===== src/skh_pkg.sv =====
// shared constants and controller/datapath interface types for streaming_kth_largest
// no dependencies; used by every other file through scoped names
package skh_pkg;

    localparam int CAPACITY = 1024;
    localparam int DATA_W   = 32;
    localparam int COUNT_W  = 11;
    localparam int POS_W    = $clog2(CAPACITY + 1);
    localparam int CHILD_W  = POS_W + 1;
    localparam int ADDR_W   = (CAPACITY > 1) ? $clog2(CAPACITY) : 1;

    // commands from the controller to the datapath
    typedef struct packed {
        logic capture;   // take the incoming word
        logic start_up;  // open a hole at count+1, grow the count
        logic start_dn;  // open a hole at the root
        logic rd_up;     // read the parent of the hole
        logic rd_dn;     // read both children of the hole
        logic wr_val;    // drop the new value into the hole, finish
        logic wr_up;     // move parent down into the hole, hole goes up
        logic wr_dn;     // move smaller child up into the hole, hole goes down
        logic load_out;  // register the result word
    } skh_cmd_t;

    // status from the datapath to the controller
    typedef struct packed {
        logic do_insert;
        logic do_replace;
        logic pos_root;
        logic up_stop;
        logic dn_leaf;
        logic dn_stop;
        logic out_free;
    } skh_status_t;

endpackage


===== src/skh_ctrl.sv =====
// sequencer for heap insert (sift up) and replace-root (sift down)
// depends on skh_pkg for the command and status structs
module skh_ctrl (
    input  logic                clk,
    input  logic                rst_n,
    input  logic                sample_valid,
    output logic                sample_ready,
    input  skh_pkg::skh_status_t sts,
    output skh_pkg::skh_cmd_t    cmd
);

    localparam logic [2:0] S_IDLE   = 3'd0;
    localparam logic [2:0] S_START  = 3'd1;
    localparam logic [2:0] S_UP_CHK = 3'd2;
    localparam logic [2:0] S_UP_CMP = 3'd3;
    localparam logic [2:0] S_DN_CHK = 3'd4;
    localparam logic [2:0] S_DN_CMP = 3'd5;
    localparam logic [2:0] S_FIN    = 3'd6;

    logic [2:0] state_reg;
    logic [2:0] state_next;

    assign sample_ready = (state_reg == S_IDLE);

    always_comb
    begin
        state_next = state_reg;
        cmd        = '0;
        case (state_reg)
            S_IDLE:
            begin
                if (sample_valid)
                begin
                    cmd.capture = 1'b1;
                    state_next  = S_START;
                end
            end
            S_START:
            begin
                if (sts.do_insert)
                begin
                    cmd.start_up = 1'b1;
                    state_next   = S_UP_CHK;
                end
                else if (sts.do_replace)
                begin
                    cmd.start_dn = 1'b1;
                    state_next   = S_DN_CHK;
                end
                else
                begin
                    state_next = S_FIN;
                end
            end
            S_UP_CHK:
            begin
                if (sts.pos_root)
                begin
                    cmd.wr_val = 1'b1;
                    state_next = S_FIN;
                end
                else
                begin
                    cmd.rd_up  = 1'b1;
                    state_next = S_UP_CMP;
                end
            end
            S_UP_CMP:
            begin
                if (sts.up_stop)
                begin
                    cmd.wr_val = 1'b1;
                    state_next = S_FIN;
                end
                else
                begin
                    cmd.wr_up  = 1'b1;
                    state_next = S_UP_CHK;
                end
            end
            S_DN_CHK:
            begin
                if (sts.dn_leaf)
                begin
                    cmd.wr_val = 1'b1;
                    state_next = S_FIN;
                end
                else
                begin
                    cmd.rd_dn  = 1'b1;
                    state_next = S_DN_CMP;
                end
            end
            S_DN_CMP:
            begin
                if (sts.dn_stop)
                begin
                    cmd.wr_val = 1'b1;
                    state_next = S_FIN;
                end
                else
                begin
                    cmd.wr_dn  = 1'b1;
                    state_next = S_DN_CHK;
                end
            end
            S_FIN:
            begin
                if (sts.out_free)
                begin
                    cmd.load_out = 1'b1;
                    state_next   = S_IDLE;
                end
            end
            default:
            begin
                state_next = S_IDLE;
            end
        endcase
    end

    always_ff @(posedge clk or negedge rst_n)
    begin
        if (!rst_n)
            state_reg <= S_IDLE;
        else
            state_reg <= state_next;
    end

endmodule


===== config.mk =====
export PLATFORM = sky130hd
export DESIGN_NAME = skh_ctrl
export DESIGN_NICKNAME = d
export VERILOG_FILES = /design/src/skh_pkg.sv /design/src/skh_ctrl.sv
export SDC_FILE = /design/constraint.sdc
export NUM_CORES = 1
export LEC_CHECK = 0
export BUFFER_PORTS_ARGS = -buffer_cell sky130_fd_sc_hd__buf_2
export CAP_MARGIN = 10
export CORE_AREA = 10 10 47 49
export CTS_CLUSTER_DIAMETER = 100
export DETAILED_ROUTE_END_ITERATION = 7
export DIE_AREA = 0 0 57 59
export HOLD_SLACK_MARGIN = 0.12
export SYNTH_ARGS = -nofsm -noshare
export SYNTH_HDL_FRONTEND = slang
export SYNTH_SLANG_ARGS = --single-unit

===== constraint.sdc =====
create_clock -name clk -period 2.15 [get_ports clk]
set_input_delay 0.215 -clock clk [delete_from_list [all_inputs] [get_ports clk]]
set_output_delay 0.215 -clock clk [all_outputs]
set_load 0.02 [all_outputs]

==> impl_metrics.ini <==
[run_status]
outcome = finished, final reports clean

[global_route]
grt_pass1_vias = 440
grt_pass1_wl_um = 1780
overflow = 0
grtUsageTotal_pct = 6.18
grt_max_degree = 18
grt_antenna_before_repair = 0

[finish]
largest_register_ffs = 3
final_area_um2 = 502
fin_util_pct = 35.8
final_cell_mix = 19 x buf_2, 6 x o21ai_0, 5 x a21oi_1
final_common_cell = buf_2
nets = 86
final_cell_count_no_fill = 88
drive_gt1_share_pct = 36.1
syn2layout_area_growth_pct = 31.0
n_antenna_cell = 0

[critical_path]
worstSetupStartpointType = register
startpoint = state_reg[2]
crit_slowest_cell = dfrtp_1
cp-end-kind = output pin
reg2regPathDepth = 4
crit_type = reg -> out
worst-endpoint-arrival_ns = 1.56
crit_chain = inv_1 > and3_1 > and2_1 > buf_2
crit_path_max_incr_delay_ns = 0.57
critPathMaxFanout = 14
timing.rr.start = state_reg[2]
required_ns = 1.93

[route]
vias = 424
drt_wl_total_um = 1030
routedWlPerCell_um = 11.7
viasPerCell = 4.82
drt_iter0_drc = 2
drtPass1Iterations = 4
drc = 0
ant_nets = 0

[timing]
max_slew_margin_pct = 71.9
final.min_clock_period_ns = 1.78
setup_tns_ns = 0
setup_viol = 0
finalCritPeriodShare_pct = 82.7
finalClockSkew_ns = 0.00196
hold_viol_final = 0
worst_pin_slew_ns = 0.422
rsz0062_at_grt = no
maxSlewViolCount = 0
clock.fmax_mhz = 563

[placement]
place.gp.congestion = 0.776
io_buffers = 19
place_area_um2 = 465
dp_cells = 83

[clock_tree]
clk_pin_slew_ns = 0.04
cts_inserted_buffers = 3
cts_num_sinks = 3
cts_resized = 0
cts_setup_buffers = 0
worstSkewPairLatency_ns = 0.23
cts_tree = built
htreeDepth = 1
cts_buffer_depth = 2
root_buffer = clkbuf_4

[pwr]
vdd_drop_max_mv = 0.446
power_uw = 612
cellLeakagePower_nw = 0.248
power_per_cell_area_nw_per_um2 = 1220

[die]
die_w_um = 57
ioPinCount = 20
core-area_um2 = 1400
initial_core_util_pct = 27.3
placementRows = 14
die_area_um2 = 3360
die_h_um = 59

[synthesis]
synth_edf_count = 0
synth_xor_area_share_pct = 0
ys_seq_area_share_pct = 19.6
ys_ff_latch = 3
synth_cell_types = 23
syn_area_per_cell_um2 = 7.36
synth_top_family_by_area = simple AND/OR/NAND/NOR gates
syn_nets = 65
syn-cell-area_um2 = 383
synth_fa_ha_area_share_pct = 9.80
synthCells = 52
synth_compound_area_share_pct = 18.6
yosys.area_share.simple_pct = 37.6
synth-main-ff-cell = dfrtp_1
async_flop_share_pct = 100
muxShareOfSynthArea_pct = 2.94
yosys_warnings = 0

[worst_hold_path]
hold_path.class = in -> async

[run]
maxCapViolations = 0
-- per-stage QoR --
stage | setup slack [ns] | hold WS (ns)
after global placement | 0.560 | 0.0123
after floorplan | 0.540 | -0.0806
after CTS | 0.340 | 0.297
final | 0.373 | 0.302
after global routing | 0.245 | 0.303
after detailed placement | 0.601 | 0.0130
-- critical path, delay by kind of cell, from the launching register on --
kind	cells	cell delay, ns
and+or+nand+nor	2	0.38
buffers and inverters	2	0.37
DFF	1	0.57
-- cell families after synthesis --
logic type                 Yosys count
AOI/OAI and AO/OA                   13
adders and majority gates            3
buffers and inverters                7
DFF                                  3
muxes                                1
and+or+nand+nor                     25
-- per-layer routing --
layer / up-vias / GRT usage, % / wire (um)
li1: 226 / - / -
met1: 180 / 7.36 / 491
met2: 16 / 9.77 / 447
met3: 2 / 1.29 / 78
met4: 0 / 4.03 / 17
met5: - / 0 / 0
-- power by group --
part           internal [mW]  total, mW  switching (mW)
Clock                 0.0696     0.0997          0.0301
Combinational          0.146      0.347           0.201
Sequential            0.0820      0.165          0.0828
Total                  0.298      0.612           0.314
-- Yosys cell counts (2+ instances only) --
library cell / number / share of area (%)
a21oi_1: 5 / 6.5
and2_1: 2 / 3.3
buf_2: 2 / 2.6
buf_6: 2 / 5.9
dfrtp_1: 3 / 20
ha_1: 3 / 9.8
inv_1: 2 / 2.0
nand2_1: 3 / 2.9
nand2b_1: 2 / 3.3
nand3_1: 2 / 2.6
nor2_1: 3 / 2.9
nor3_1: 4 / 5.2
nor4_1: 3 / 4.9
nor4b_1: 2 / 4.6
o21ai_0: 6 / 7.8
-- worst paths after layout --
| path | slack (ns) | endpoint |
|---|---|---|
| min in group clk | 0.34 | state_reg[2] |
| max | 0.37 | cmd[7] |
| min | 0.30 | state_reg[2] |
| max in group asynchronous | 1.74 | state_reg[1] |
| max reg2reg | 0.67 | state_reg[1] |
| min reg2reg | 0.75 | state_reg[0] |
-- cell type report --
cell class / count / area (um^2)
fillers: 157 / 900
multi-input cells: 42 / 264
repair buffers: 20 / 105
flip-flops and latches: 3 / 75.1
clock buffers: 4 / 26.3
well taps: 16 / 20.0
inverters: 3 / 11.3
-- repair_timing --
action | 4_1_cts | 5_1_grt
hold buffers | 1 | 0
setup endpoints to repair | 0 | 0
endpoints found under the hold margin | 3 | 0
(Power assumes the default switching activity.)
